[src/rtl/scp_pkg.sv]
// ----------------------------------------------------------------------------
// scp_pkg: shared types and constants of the text-message command parser
// Parser phases, special byte codes, command codes and the keyword table.
// ----------------------------------------------------------------------------
`default_nettype none

package scp_pkg;

    // parser phases
    typedef enum logic [1:0] {
        PH_WAIT_QUOTE = 2'd0,
        PH_CAPTURE    = 2'd1,
        PH_WAIT_LF    = 2'd2,
        PH_COLLECT    = 2'd3
    } t_phase;

    // special received bytes
    localparam logic [7:0] BYTE_QUOTE = 8'h22;
    localparam logic [7:0] BYTE_LF    = 8'h0A;

    // command codes
    localparam logic [1:0] CMD_UNKNOWN = 2'd0;
    localparam logic [1:0] CMD_TRACK   = 2'd1;
    localparam logic [1:0] CMD_LOCK    = 2'd2;
    localparam logic [1:0] CMD_UNLOCK  = 2'd3;

    // keyword slots in the match vector
    localparam int WORD_COUNT  = 3;
    localparam int WORD_TRACK  = 0;
    localparam int WORD_LOCK   = 1;
    localparam int WORD_UNLOCK = 2;

    // end of message, parser to output stage
    typedef struct packed {
        logic       fire;
        logic [1:0] code;
    } t_msg_end;

    // keyword length
    function automatic logic [2:0] word_len(input logic [1:0] w);
        logic [2:0] len;
        case (w)
            2'(WORD_TRACK):  len = 3'd5;
            2'(WORD_LOCK):   len = 3'd4;
            2'(WORD_UNLOCK): len = 3'd6;
            default:         len = 3'd0;
        endcase
        return len;
    endfunction

    // keyword character at a position
    function automatic logic [7:0] word_char(input logic [1:0] w, input logic [2:0] p);
        logic [7:0] c;
        c = 8'h00;
        case (w)
            2'(WORD_TRACK): begin
                case (p)
                    3'd0:    c = "t";
                    3'd1:    c = "r";
                    3'd2:    c = "a";
                    3'd3:    c = "c";
                    3'd4:    c = "k";
                    default: c = 8'h00;
                endcase
            end
            2'(WORD_LOCK): begin
                case (p)
                    3'd0:    c = "l";
                    3'd1:    c = "o";
                    3'd2:    c = "c";
                    3'd3:    c = "k";
                    default: c = 8'h00;
                endcase
            end
            2'(WORD_UNLOCK): begin
                case (p)
                    3'd0:    c = "u";
                    3'd1:    c = "n";
                    3'd2:    c = "l";
                    3'd3:    c = "o";
                    3'd4:    c = "c";
                    3'd5:    c = "k";
                    default: c = 8'h00;
                endcase
            end
            default: c = 8'h00;
        endcase
        return c;
    endfunction

endpackage

`default_nettype wire

[src/rtl/scp_parser.sv]
// ----------------------------------------------------------------------------
// scp_parser: byte-wise parser of the message notice
// Finds the sender field, keeps the tail of the number, collects the message
// line and matches it against the keywords, one byte per cycle while i_beat is high.
// ----------------------------------------------------------------------------
`default_nettype none

module scp_parser #(
    parameter int SENDER_CAPTURE = 13,
    parameter int SENDER_KEEP    = 10,
    parameter int LINE_MAX       = 100
) (
    input  wire logic                              i_clk,
    input  wire logic                              i_rst_n,
    input  wire logic                              i_beat,
    input  wire logic [7:0]                        i_byte,
    output logic      [SENDER_KEEP-1:0][7:0]       o_store,
    output scp_pkg::t_msg_end                      o_end,
    output logic                                   o_collect
);
    import scp_pkg::*;

    localparam int CW   = $clog2(SENDER_CAPTURE + 1);
    localparam int DROP = (SENDER_CAPTURE > SENDER_KEEP) ? SENDER_CAPTURE - SENDER_KEEP : 0;

    t_phase                          r_phase, n_phase;
    logic [CW-1:0]                   r_count, n_count;
    logic [SENDER_KEEP-1:0][7:0]     r_store, n_store;
    logic [6:0]                      r_len, n_len;
    logic [7:0]                      r_held, n_held;
    logic                            r_held_vld, n_held_vld;
    logic [WORD_COUNT-1:0]           r_alive, n_alive;
    t_msg_end                        msg_end;
    logic [1:0]                      fin_code;

    // command code of the finished line
    always_comb begin
        fin_code = CMD_UNKNOWN;
        if (r_len != 7'd0 && r_len <= 7'(LINE_MAX - 2)) begin
            for (int w = WORD_COUNT - 1; w >= 0; w--) begin
                if (r_alive[w] && r_len == {4'd0, word_len(2'(w))}) begin
                    fin_code = 2'(w + 1);
                end
            end
        end
    end

    // next state
    always_comb begin
        n_phase    = r_phase;
        n_count    = r_count;
        n_store    = r_store;
        n_len      = r_len;
        n_held     = r_held;
        n_held_vld = r_held_vld;
        n_alive    = r_alive;
        msg_end    = '0;
        if (i_beat) begin
            case (r_phase)
                PH_WAIT_QUOTE: begin
                    if (i_byte == BYTE_QUOTE) begin
                        n_phase = PH_CAPTURE;
                    end
                end
                PH_CAPTURE: begin
                    if (r_count < CW'(SENDER_CAPTURE)) begin
                        for (int k = 0; k < SENDER_KEEP; k++) begin
                            if ((DROP + k) < SENDER_CAPTURE && r_count == CW'(DROP + k)) begin
                                n_store[k] = i_byte;
                            end
                        end
                        n_count = r_count + CW'(1);
                    end else begin
                        n_phase = PH_WAIT_LF;
                    end
                end
                PH_WAIT_LF: begin
                    if (i_byte == BYTE_LF) begin
                        n_phase = PH_COLLECT;
                    end
                end
                PH_COLLECT: begin
                    if (i_byte != BYTE_LF) begin
                        // the held byte is now known not to be the carriage return
                        if (r_held_vld) begin
                            for (int w = 0; w < WORD_COUNT; w++) begin
                                if (!(r_len < {4'd0, word_len(2'(w))} &&
                                      word_char(2'(w), r_len[2:0]) == r_held)) begin
                                    n_alive[w] = 1'b0;
                                end
                            end
                            if (r_len < 7'(LINE_MAX)) begin
                                n_len = r_len + 7'd1;
                            end
                        end
                        n_held     = i_byte;
                        n_held_vld = 1'b1;
                    end else begin
                        msg_end.fire = 1'b1;
                        msg_end.code = fin_code;
                        n_phase      = PH_WAIT_QUOTE;
                        n_count      = '0;
                        n_len        = '0;
                        n_held       = '0;
                        n_held_vld   = 1'b0;
                        n_alive      = '1;
                    end
                end
                default: n_phase = PH_WAIT_QUOTE;
            endcase
        end
    end

    // control state
    always_ff @(posedge i_clk) begin
        if (!i_rst_n) begin
            r_phase    <= PH_WAIT_QUOTE;
            r_count    <= '0;
            r_len      <= '0;
            r_held     <= '0;
            r_held_vld <= 1'b0;
            r_alive    <= '1;
        end else begin
            r_phase    <= n_phase;
            r_count    <= n_count;
            r_len      <= n_len;
            r_held     <= n_held;
            r_held_vld <= n_held_vld;
            r_alive    <= n_alive;
        end
    end

    // sender bytes
    always_ff @(posedge i_clk) begin
        r_store <= n_store;
    end

    assign o_store   = r_store;
    assign o_end     = msg_end;
    assign o_collect = (r_phase == PH_COLLECT);

endmodule

`default_nettype wire

[src/rtl/scp_emitter.sv]
// ----------------------------------------------------------------------------
// scp_emitter: result register and sender number readout
// Takes a copy of the sender number at the end of a message and hands it out
// one byte per output beat, so the parser keeps running meanwhile.
// ----------------------------------------------------------------------------
`default_nettype none

module scp_emitter #(
    parameter int SENDER_KEEP = 10
) (
    input  wire logic                              i_clk,
    input  wire logic                              i_rst_n,
    input  wire scp_pkg::t_msg_end                 i_end,
    input  wire logic [SENDER_KEEP-1:0][7:0]       i_store,
    input  wire logic                              i_ready,
    output logic                                   o_valid,
    output logic [7:0]                             o_sender_char,
    output logic [3:0]                             o_char_index,
    output logic [1:0]                             o_command_code,
    output logic                                   o_last
);
    import scp_pkg::*;

    logic                            r_busy, n_busy;
    logic [3:0]                      r_idx, n_idx;
    logic [1:0]                      r_code, n_code;
    logic [SENDER_KEEP-1:0][7:0]     r_snap, n_snap;
    logic                            is_last;

    assign is_last = (r_idx == 4'(SENDER_KEEP - 1));

    // load on message end, shift down on each output beat
    always_comb begin
        n_busy = r_busy;
        n_idx  = r_idx;
        n_code = r_code;
        n_snap = r_snap;
        if (i_end.fire) begin
            n_busy = 1'b1;
            n_idx  = 4'd0;
            n_code = i_end.code;
            n_snap = i_store;
        end else if (r_busy && i_ready) begin
            if (is_last) begin
                n_busy = 1'b0;
            end else begin
                n_idx = r_idx + 4'd1;
                for (int k = 0; k < SENDER_KEEP - 1; k++) begin
                    n_snap[k] = r_snap[k + 1];
                end
            end
        end
    end

    // control state
    always_ff @(posedge i_clk) begin
        if (!i_rst_n) begin
            r_busy <= 1'b0;
            r_idx  <= 4'd0;
        end else begin
            r_busy <= n_busy;
            r_idx  <= n_idx;
        end
    end

    // payload
    always_ff @(posedge i_clk) begin
        r_code <= n_code;
        r_snap <= n_snap;
    end

    assign o_valid        = r_busy;
    assign o_sender_char  = r_snap[0];
    assign o_char_index   = r_idx;
    assign o_command_code = r_code;
    assign o_last         = is_last;

endmodule

`default_nettype wire

[src/rtl/sms_command_parser.sv]
// ----------------------------------------------------------------------------
// sms_command_parser: command parser for a modem's text-message notice
// Byte-wise parser with a buffered readout of the sender number.
// ----------------------------------------------------------------------------
// Usage:
//   Input channel (i_valid / o_ready / i_rx_byte): one received byte per beat.
//   Each byte is parsed in the cycle it is accepted, so a byte per cycle is
//   taken while o_ready is high; the parser state registers hold everything
//   between bytes. Output channel (o_valid / i_ready): SENDER_KEEP beats per
//   message, one sender byte each with its index, the command code and o_last
//   on the final one. The first beat shows in the cycle after the closing line
//   feed is accepted; the rest follow at one per cycle while i_ready is high.
//   The sender number is copied into the output register bank at message end,
//   so the next message is parsed while the previous one drains. Input is
//   held off only in the line-collect phase while the bank is still draining:
//   o_ready is low there until the last beat is taken.
//   When the receiver stalls, the output beat holds unchanged.
//   Reset (synchronous, active low) returns the parser to waiting for a quote
//   and drops any pending output beats; the sender store is not cleared.
// ----------------------------------------------------------------------------
`default_nettype none

module sms_command_parser #(
    parameter int SENDER_CAPTURE = 13,
    parameter int SENDER_KEEP    = 10,
    parameter int LINE_MAX       = 100
) (
    input  wire logic        i_clk,
    input  wire logic        i_rst_n,
    input  wire logic        i_valid,
    output logic             o_ready,
    input  wire logic [7:0]  i_rx_byte,
    output logic             o_valid,
    input  wire logic        i_ready,
    output logic [7:0]       o_sender_char,
    output logic [3:0]       o_char_index,
    output logic [1:0]       o_command_code,
    output logic             o_last
);
    import scp_pkg::*;

    logic                            beat;
    logic                            collect;
    logic [SENDER_KEEP-1:0][7:0]     store;
    t_msg_end                        msg_end;

    // bytes of the message line wait while the readout is busy
    assign o_ready = !(o_valid && collect);
    assign beat    = i_valid && o_ready;

    scp_parser #(
        .SENDER_CAPTURE (SENDER_CAPTURE),
        .SENDER_KEEP    (SENDER_KEEP),
        .LINE_MAX       (LINE_MAX)
    ) u_parser (
        .i_clk     (i_clk),
        .i_rst_n   (i_rst_n),
        .i_beat    (beat),
        .i_byte    (i_rx_byte),
        .o_store   (store),
        .o_end     (msg_end),
        .o_collect (collect)
    );

    scp_emitter #(
        .SENDER_KEEP (SENDER_KEEP)
    ) u_emitter (
        .i_clk          (i_clk),
        .i_rst_n        (i_rst_n),
        .i_end          (msg_end),
        .i_store        (store),
        .i_ready        (i_ready),
        .o_valid        (o_valid),
        .o_sender_char  (o_sender_char),
        .o_char_index   (o_char_index),
        .o_command_code (o_command_code),
        .o_last         (o_last)
    );

endmodule

`default_nettype wire

[config.mk]
export PLATFORM = sky130hd
export DESIGN_NAME = sms_command_parser
export DESIGN_NICKNAME = d
export VERILOG_FILES = /design/src/rtl/scp_pkg.sv /design/src/rtl/scp_parser.sv /design/src/rtl/scp_emitter.sv /design/src/rtl/sms_command_parser.sv
export SDC_FILE = /design/constraint.sdc
export NUM_CORES = 1
export LEC_CHECK = 0
export BUFFER_PORTS_ARGS = -buffer_cell sky130_fd_sc_hd__buf_2
export CAP_MARGIN = 20
export CORE_UTILIZATION = 30
export CTS_CLUSTER_DIAMETER = 60
export DETAILED_ROUTE_END_ITERATION = 16
export SETUP_SLACK_MARGIN = 0.4
export SLEW_MARGIN = 20
export SYNTH_ARGS = -nofsm -noshare
export SYNTH_HDL_FRONTEND = slang
export SYNTH_SLANG_ARGS = --single-unit
[constraint.sdc]
create_clock -name i_clk -period 3.7 [get_ports i_clk]
set_input_delay 0.37 -clock i_clk [delete_from_list [all_inputs] [get_ports i_clk]]
set_output_delay 0.37 -clock i_clk [all_outputs]
set_load 0.05 [all_outputs]
==> out/qor.csv, run 1 <==
stage,metric,value,unit
finish,Finished Cell Area,8986,µm²
critical_path,CP max-delay cell,ha_1,
global_routing,first-pass GRT wire length,23370,µm
routing,post-route ant nets,0,
critical_path,Reg2Reg Setup Slack,980,ps
synthesis,Post-synth top cells,"247 x nand2_1, 162 x edfxtp_1, 30 x dfxtp_1",
synthesis,sequential element share of the synthesized area,0.6844,
critical_path,CP peak stage delay,400,ps
timing,RSZ-0062 raised after global routing,no,
timing,Final Cycle Share,0.7348,
timing,"Setup violations, final",0,
critical_path,critical path's top delay family,buffers and inverters,
timing,Final min period,2719,ps
synthesis,syn avg cell area,11.92,µm²
floorplan,Starting Density,0.3064,
routing,via/cell ratio,4.480,
critical_path,worst r2r path cells,7,
floorplan,die area,27270,µm²
floorplan,die height,165.1,µm
synthesis,Post-synth EDFFs,162,
routing,TritonRoute pass-1 iters,4,
synthesis,Post-Syn Area,7985,µm²
placed_design,Port Buffers,28,
routing,initial drt markers,297,
routing,Top Metal Used,met4,
finish,ant diodes,0,
placed_design,placer congestion estimate,0.7890,
finish,"Cell Count, Final, Fillers Out",1029,
timing,Max Clk Rate,367.8,MHz
pwr,pwr dens,461.5,nW/µm²
floorplan,die width,165.1,µm
clocking,Clock Sinks,192,
routing,met3 wire length,632,µm
critical_path,"Req. time, crit path",3780,ps
clocking,clock slew at reported path FFs,80,ps
routing,met2 WL,6759,µm
finish,Layout Utilization,0.3448,
routing,residual DRC count,0,
clocking,CTS tree,built,
synthesis,leading area contributor after synthesis,edfxtp_1,
status,run status,completed,
routing,M1 WL,6767,µm
pwr,largest vdd supply drop,405.4,µV
timing,setup_tns,0,ps
routing,WL final,14280,µm
critical_path,CP startpoint kind,register,
clocking,post-CTS sizing,0,
timing,Tightest Pin Transition,901.6,ps
synthesis,top-count cell post-synth,nand2_1,
synthesis,Synth cell types,57,
timing,clock skew,9.875,ps
critical_path,Worst Path Arrival,2800,ps
floorplan,core footprint,26060,µm²
critical_path,crit end category,register,
synthesis,Syn Nets,699,
clocking,H-Tree Depth,4,
placed_design,DP Area,8403,µm²
hold_path,hold path cells,4,
timing,Hold WS,318.7,ps
placed_design,DP Cell Count,997,
floorplan,Top Ports,29,
synthesis,Main synth FF type,edfxtp_1,
clocking,"Clk Latency, worst-skew pair",430,ps
finish,Layout Nets,710,
synthesis,Ys Warns,0,
timing,final hold viol count,0,
finish,share of layout cells above drive strength 1,0.1182,
timing,Max-slew headroom,0.3944,
critical_path,critical path launch point,u_parser.r_phase[0],
pwr,Static Leak,3.252,nW
synthesis,Synth top area share,0.6092,
clocking,Root Buffer,clkbuf_16,
clocking,clock buffer depth,2,
hold_path,Hold Crit Class,in -> reg,
global_routing,vias in the first global route,4566,
critical_path,stages on the worst setup path,7,
critical_path,Critical R2R Capture,u_emitter.r_snap[45],
placed_design,Detail Placement HPWL,8717,µm
routing,total number of vias,4610,
critical_path,crit path kind,reg -> reg,
synthesis,cell count after synthesis,670,
critical_path,CP endpoint,u_emitter.r_snap[45],
clocking,TritonCTS Buffers,17,
global_routing,antenna violations before repair,0,
synthesis,Async SR Flop Fraction,0,
critical_path,"Critical Path, Cell by Cell",ha_1 > and3b_1 > buf_4 > nand4_1 > inv_2 > or2_4 > buf_12,
global_routing,largest net degree at the start of global routing,75,
synthesis,largest cells by area after synthesis,"edfxtp_1 61%, nand2_1 12%, dfxtp_1 7.5%, ha_1 2.7%, buf_2 1.3%",
finish,Area Overhead vs Synth,12.54,%
global_routing,gr usage total,0.1115,
timing,"Slew Viols, Final",0,
floorplan,Row Count,59,
global_routing,Congestion Overflow GR,0,
synthesis,Synth Register Bits,192,
critical_path,R2R Path Start,u_parser.r_phase[0],
routing,WL/cell,13.88,µm
critical_path,CP Max Fanout,72,
critical_path,CP bufs+invs,3,
flow_run,max cap viols,0,
clocking,Post-CTS Hold Buffers,0,
clocking,post-CTS setup buffer count,0,
final cells by class:
type                       count  area, µm²
tap                          335      419.2
inverter                      14      52.55
clock buffer                  17      425.4
timing repair buffer          34      197.7
multi-input combinational    422       2268
fill                        2528      17070
clock inverter                15      157.7
sequential                   192       5465
stage by stage:
stage / power [mW] / setup WS [ps]
detailed placement: 2.410 / 993.8
CTS: 4.187 / 976.9
global route: 4.283 / 765.4
finish: 4.147 / 981.1
global placement: 2.410 / 1044
floorplan: 2.383 / 946.0
worst reg2reg max path, stage by stage (launching register included):
cell and delay, ps:
dfxtp_1 390, ha_1 400, and3b_1 220, buf_4 190, nand4_1 170, inv_2 390, or2_4 220, buf_12 320
registers in the layout, summed over array words and instances (netlist names), 3 cells and up:
register,count
u_parser.r_held,8
u_emitter.r_snap,72
u_emitter.o_sender_char,8
u_parser.r_len,7
u_parser.r_alive,3
u_parser.o_store,80
u_parser.r_count,4
u_emitter.o_char_index,4
where the power goes:
| part | internal [mW] | switching [mW] | total (mW) |
|---|---|---|---|
| Sequential | 2.32 | 0.000124 | 2.32 |
| Clock | 0.908 | 0.879 | 1.79 |
| Combinational | 0.00901 | 0.0288 | 0.0378 |
layer usage:
metal | up-vias | GRT usage
li1 | 2320 | -
met1 | 2204 | 0.1474
met2 | 77 | 0.1801
met3 | 9 | 0.02847
met4 | 0 | 0.03128
met5 | - | 0
layout by cell type (no fill, tap or decap), types with 3 or more instances in the layout:
| cell type | synthesis | routed |
|---|---|---|
| nor3_2 | 4 | 4 |
| and3_1 | 3 | 3 |
| buf_4 | 9 | 5 |
| mux2i_1 | 4 | 4 |
| inv_8 | 0 | 5 |
| a21boi_0 | 8 | 8 |
| xnor2_1 | 10 | 10 |
| clkbuf_16 | 0 | 17 |
| ha_1 | 17 | 17 |
| nand4_1 | 6 | 6 |
| nor3_1 | 4 | 4 |
| buf_2 | 20 | 28 |
| nand3_1 | 8 | 8 |
| nor4_1 | 4 | 3 |
| edfxtp_1 | 162 | 162 |
| dfxtp_1 | 30 | 30 |
| nand2_1 | 247 | 247 |
| a21oi_1 | 6 | 6 |
| inv_1 | 13 | 13 |
| o21ai_0 | 9 | 9 |
| nor2_1 | 20 | 20 |
| inv_6 | 0 | 5 |
| xor2_1 | 6 | 6 |
| and2_1 | 8 | 8 |
| nor2b_1 | 12 | 12 |
| a22oi_1 | 3 | 3 |
worst min-delay path by stage:
stage	startpoint	to	slack [ps]
2_1_floorplan	u_parser.o_store[72]	u_emitter.r_snap[72]	400
3_3_place_gp	u_parser.o_store[79]	u_emitter.r_snap[79]	400
3_5_place_dp	u_parser.o_store[75]	u_emitter.r_snap[75]	410
4_1_cts	i_rx_byte[3]	u_parser.o_store[75]	310
5_1_grt	i_rx_byte[3]	u_parser.o_store[51]	310
6_report	i_ready	u_emitter.o_valid	320
cell families after synthesis:
kind of cell,count (synthesis),share of synthesized area
buffers and inverters,56,0.03369
muxes,5,0.006424
and+or+nand+nor,333,0.1841
xor gates and xnor gates,16,0.01755
DFF,192,0.6844
adders and majority gates,17,0.02664
AOI/OAI and AO/OA,51,0.04716
Note: power is estimated with default switching activity, not from simulation.
==> run 2: changes to the inputs <==
--- a/config.mk
+++ b/config.mk
@@ -5,6 +5,7 @@
 export SDC_FILE = /design/constraint.sdc
 export NUM_CORES = 1
 export LEC_CHECK = 0
+export ABC_AREA = 1
 export BUFFER_PORTS_ARGS = -buffer_cell sky130_fd_sc_hd__buf_2
 export CAP_MARGIN = 20
 export CORE_UTILIZATION = 30
==> constraint.sdc (replaced) <==
create_clock -name i_clk -period 2.4 [get_ports i_clk]
set_input_delay 0.24 -clock i_clk [delete_from_list [all_inputs] [get_ports i_clk]]
set_output_delay 0.24 -clock i_clk [all_outputs]
set_load 0.05 [all_outputs]
==> out/qor.csv, run 2 <==
stage,metric,value,unit,change
status,run status,completed,,
timing,Max Clk Rate,516.7,MHz,+40%
placed_design,Detail Placement HPWL,9729,µm,+12%
timing,Final Cycle Share,0.8064,,+0.07154
routing,TritonRoute pass-1 iters,5,,+1
timing,Tightest Pin Transition,501.8,ps,-399.8 ps
timing,setup_tns,0,ps,unchanged
synthesis,Async SR Flop Fraction,0,,unchanged
floorplan,die area,27130,µm²,-0.53%
floorplan,core footprint,25980,µm²,-0.28%
pwr,largest vdd supply drop,610.9,µV,+51%
finish,share of layout cells above drive strength 1,0.1667,,+0.04851
global_routing,GR Util met2,0.1908,,+0.01069
placed_design,Port Buffers,28,,unchanged
timing,final hold viol count,0,,unchanged
global_routing,M3 GR Usage,0.02863,,+0.0001573
floorplan,die height,164.7,µm,-0.26%
synthesis,syn avg cell area,11.05,µm²,-7.3%
routing,via/cell ratio,4.447,,-0.73%
flow_run,max cap viols,0,,unchanged
clocking,Root Buffer,clkbuf_16,,
timing,Final min period,1935,ps,-783.6 ps
critical_path,crit end category,register,,
critical_path,"Req. time, crit path",2550,ps,-1230 ps
finish,most frequent cells in the layout,"289 x nand2_1, 162 x edfxtp_1, 40 x inv_1, 32 x buf_4, 31 x nor2_1",,
critical_path,CP startpoint kind,register,,
finish,Layout Utilization,0.3636,,+0.01880
clocking,clock buffer depth,2,,unchanged
critical_path,crit path kind,reg -> reg,,
synthesis,Post-Synth Simple-Gate Area,0.1897,,+0.005554
pwr,Static Leak,3.610,nW,+11%
synthesis,post-synthesis mux area share,0,,-0.006424
clocking,Clock Sinks,192,,unchanged
synthesis,Adder-Cell Fraction of Synth Area,0.02678,,+0.0001427
synthesis,Synth cell types,35,,-39%
synthesis,Syn Nets,748,,+7.0%
clocking,TritonCTS Buffers,17,,unchanged
routing,initial drt markers,415,,+40%
timing,Max-slew headroom,0.6651,,+0.2707
critical_path,Worst Path Arrival,2080,ps,-720 ps
global_routing,first-pass GRT wire length,24610,µm,+5.3%
floorplan,Row Count,59,,unchanged
floorplan,Starting Density,0.3057,,-0.0007666
pwr,pwr dens,694.2,nW/µm²,+50%
global_routing,gr usage total,0.1195,,+0.008004
synthesis,Ys Warns,0,,unchanged
critical_path,CP Max Fanout,15,,-79%
routing,residual DRC count,0,,unchanged
hold_path,Hold Crit Class,in -> reg,,
synthesis,Post-Synth XOR/XNOR Area,0.01103,,-0.006522
synthesis,largest cells by area after synthesis,"edfxtp_1 61%, nand2_1 14%, dfxtp_1 7.6%, ha_1 2.7%, inv_1 1.9%",,
synthesis,cell count after synthesis,719,,+7.3%
global_routing,met1 global-route usage,0.1578,,+0.01040
synthesis,Main synth FF type,edfxtp_1,,
synthesis,sequential element share of the synthesized area,0.6881,,+0.003666
synthesis,leading area contributor after synthesis,edfxtp_1,,
synthesis,Synth top area share,0.6125,,+0.003263
clocking,clock slew at reported path FFs,70,ps,about the same
clocking,H-Tree Depth,4,,unchanged
floorplan,die width,164.7,µm,-0.26%
routing,post-route ant nets,0,,unchanged
routing,total number of vias,5012,,+8.7%
placed_design,placer congestion estimate,0.8292,,+5.1%
synthesis,Post-Syn Area,7943,µm²,-0.53%
timing,"Setup violations, final",0,,unchanged
synthesis,Post-synth EDFFs,162,,unchanged
finish,Area Overhead vs Synth,18.97,%,
timing,"Slew Viols, Final",0,,unchanged
synthesis,top-count cell post-synth,nand2_1,,
global_routing,busiest grt layer,met2,,
global_routing,largest net degree at the start of global routing,85,,+13%
synthesis,Synth Register Bits,192,,unchanged
synthesis,largest family of logic cells by synthesized area,simple AND/OR/NAND/NOR gates,,
global_routing,Congestion Overflow GR,0,,unchanged
finish,Layout Nets,808,,+14%
synthesis,complex-gate fraction of the synthesized area,0.03686,,-0.01030
routing,WL final,16460,µm,+15%
timing,clock skew,8.318,ps,-1.557 ps
floorplan,Top Ports,29,,unchanged
clocking,CTS tree,built,,
finish,Largest register FFs,80,,unchanged
finish,"commonest non-fill, non-tap cell in the layout",nand2_1,,
routing,WL/cell,14.60,µm,+5.2%
timing,RSZ-0062 raised after global routing,yes,,
clocking,"Clk Latency, worst-skew pair",430,ps,about the same
synthesis,Post-synth top cells,"291 x nand2_1, 162 x edfxtp_1, 40 x inv_1",,
finish,ant diodes,0,,unchanged
global_routing,antenna violations before repair,0,,unchanged
global_routing,vias in the first global route,4700,,+2.9%
[run 2: cell types whose count changed in the layout (fill, tap and decap cells not counted), sizes merged, moves of 13 or more]
cell / change
nand3: +13
a21oi: +22
inv: +27
nand2: +49
buf: +31
nor2: +16
[run 2: repair_timing]
action,CTS,global route
pin swaps,0,2
setup buffers,0,14
setup endpoints to repair,62,131
hold buffers,0,0
gates cloned,0,5
gates resized for setup,3,17
[run 2: metal layers]
metal,part of all wire,up-vias
li1,-,2516
met1,0.47,2387
met2,0.47,93
met3,0.044,16
met4,0.016,0
met5,0,-
[run 2: final cells by class]
cell class                      count  area (µm²)
Multi-Input combinational cell    456        2235
Fill cell                        2524       16540
Tap cell                          335       419.2
Clock inverter                     15       171.4
Timing Repair Buffer               68       548.0
Clock buffer                       17       425.4
Sequential cell                   192        5479
Inverter                           44       171.4
[run 2: through the flow]
step / setup WS, ps / hold slack [ps] / power [mW] / cell area, µm² / std cells
after floorplan: 404.8 / 338.9 / 3.716 / 8048 / 719
after global placement: 236.5 / 401.7 / 3.775 / 8589 / 1076
after detailed placement: 204.3 / 404.5 / 3.775 / 8589 / 1076
after CTS: 325.1 / 106.0 / 6.626 / 9198 / 1108
after global routing: 388.4 / 148.6 / 6.746 / 9449 / 1127
final: 464.7 / 129.4 / 6.560 / 9449 / 1127
[run 2: cell families after synthesis]
logic type | Yosys count
simple gates | 374
fa+ha+maj | 17
compound gates | 54
flops | 192
buf+inv | 72
xor+xnor | 10
[run 2: final timing paths]
kind / startpoint / end / cells after the start / slack [ps]
worst min register to register: u_parser.o_store[79] / u_emitter.r_snap[79] / 0 / 420
worst max register to register: u_parser.r_phase[1] / u_emitter.r_snap[69] / 9 / 460
worst max-delay path: u_parser.r_phase[1] / u_emitter.r_snap[69] / 9 / 460
worst min-delay path: i_ready / u_emitter.o_valid / 4 / 130
[run 2: worst max-delay path, stage by stage (launching register included)]
cell and delay, ps:
dfxtp_2 350, ha_4 200, nand2_8 60, and2_4 160, buf_4 140, nand2_4 50, nor2_4 170, inv_4 130
nand2_8 180, clkbuf_16 200
[run 2: power breakdown]
| group | switching [mW] | total [mW] | internal (mW) |
|---|---|---|---|
| Sequential | 0.00522 | 3.59 | 3.58 |
| Combinational | 0.0818 | 0.114 | 0.0324 |
| Clock | 1.29 | 2.86 | 1.57 |
| Total | 1.37 | 6.56 | 5.19 |
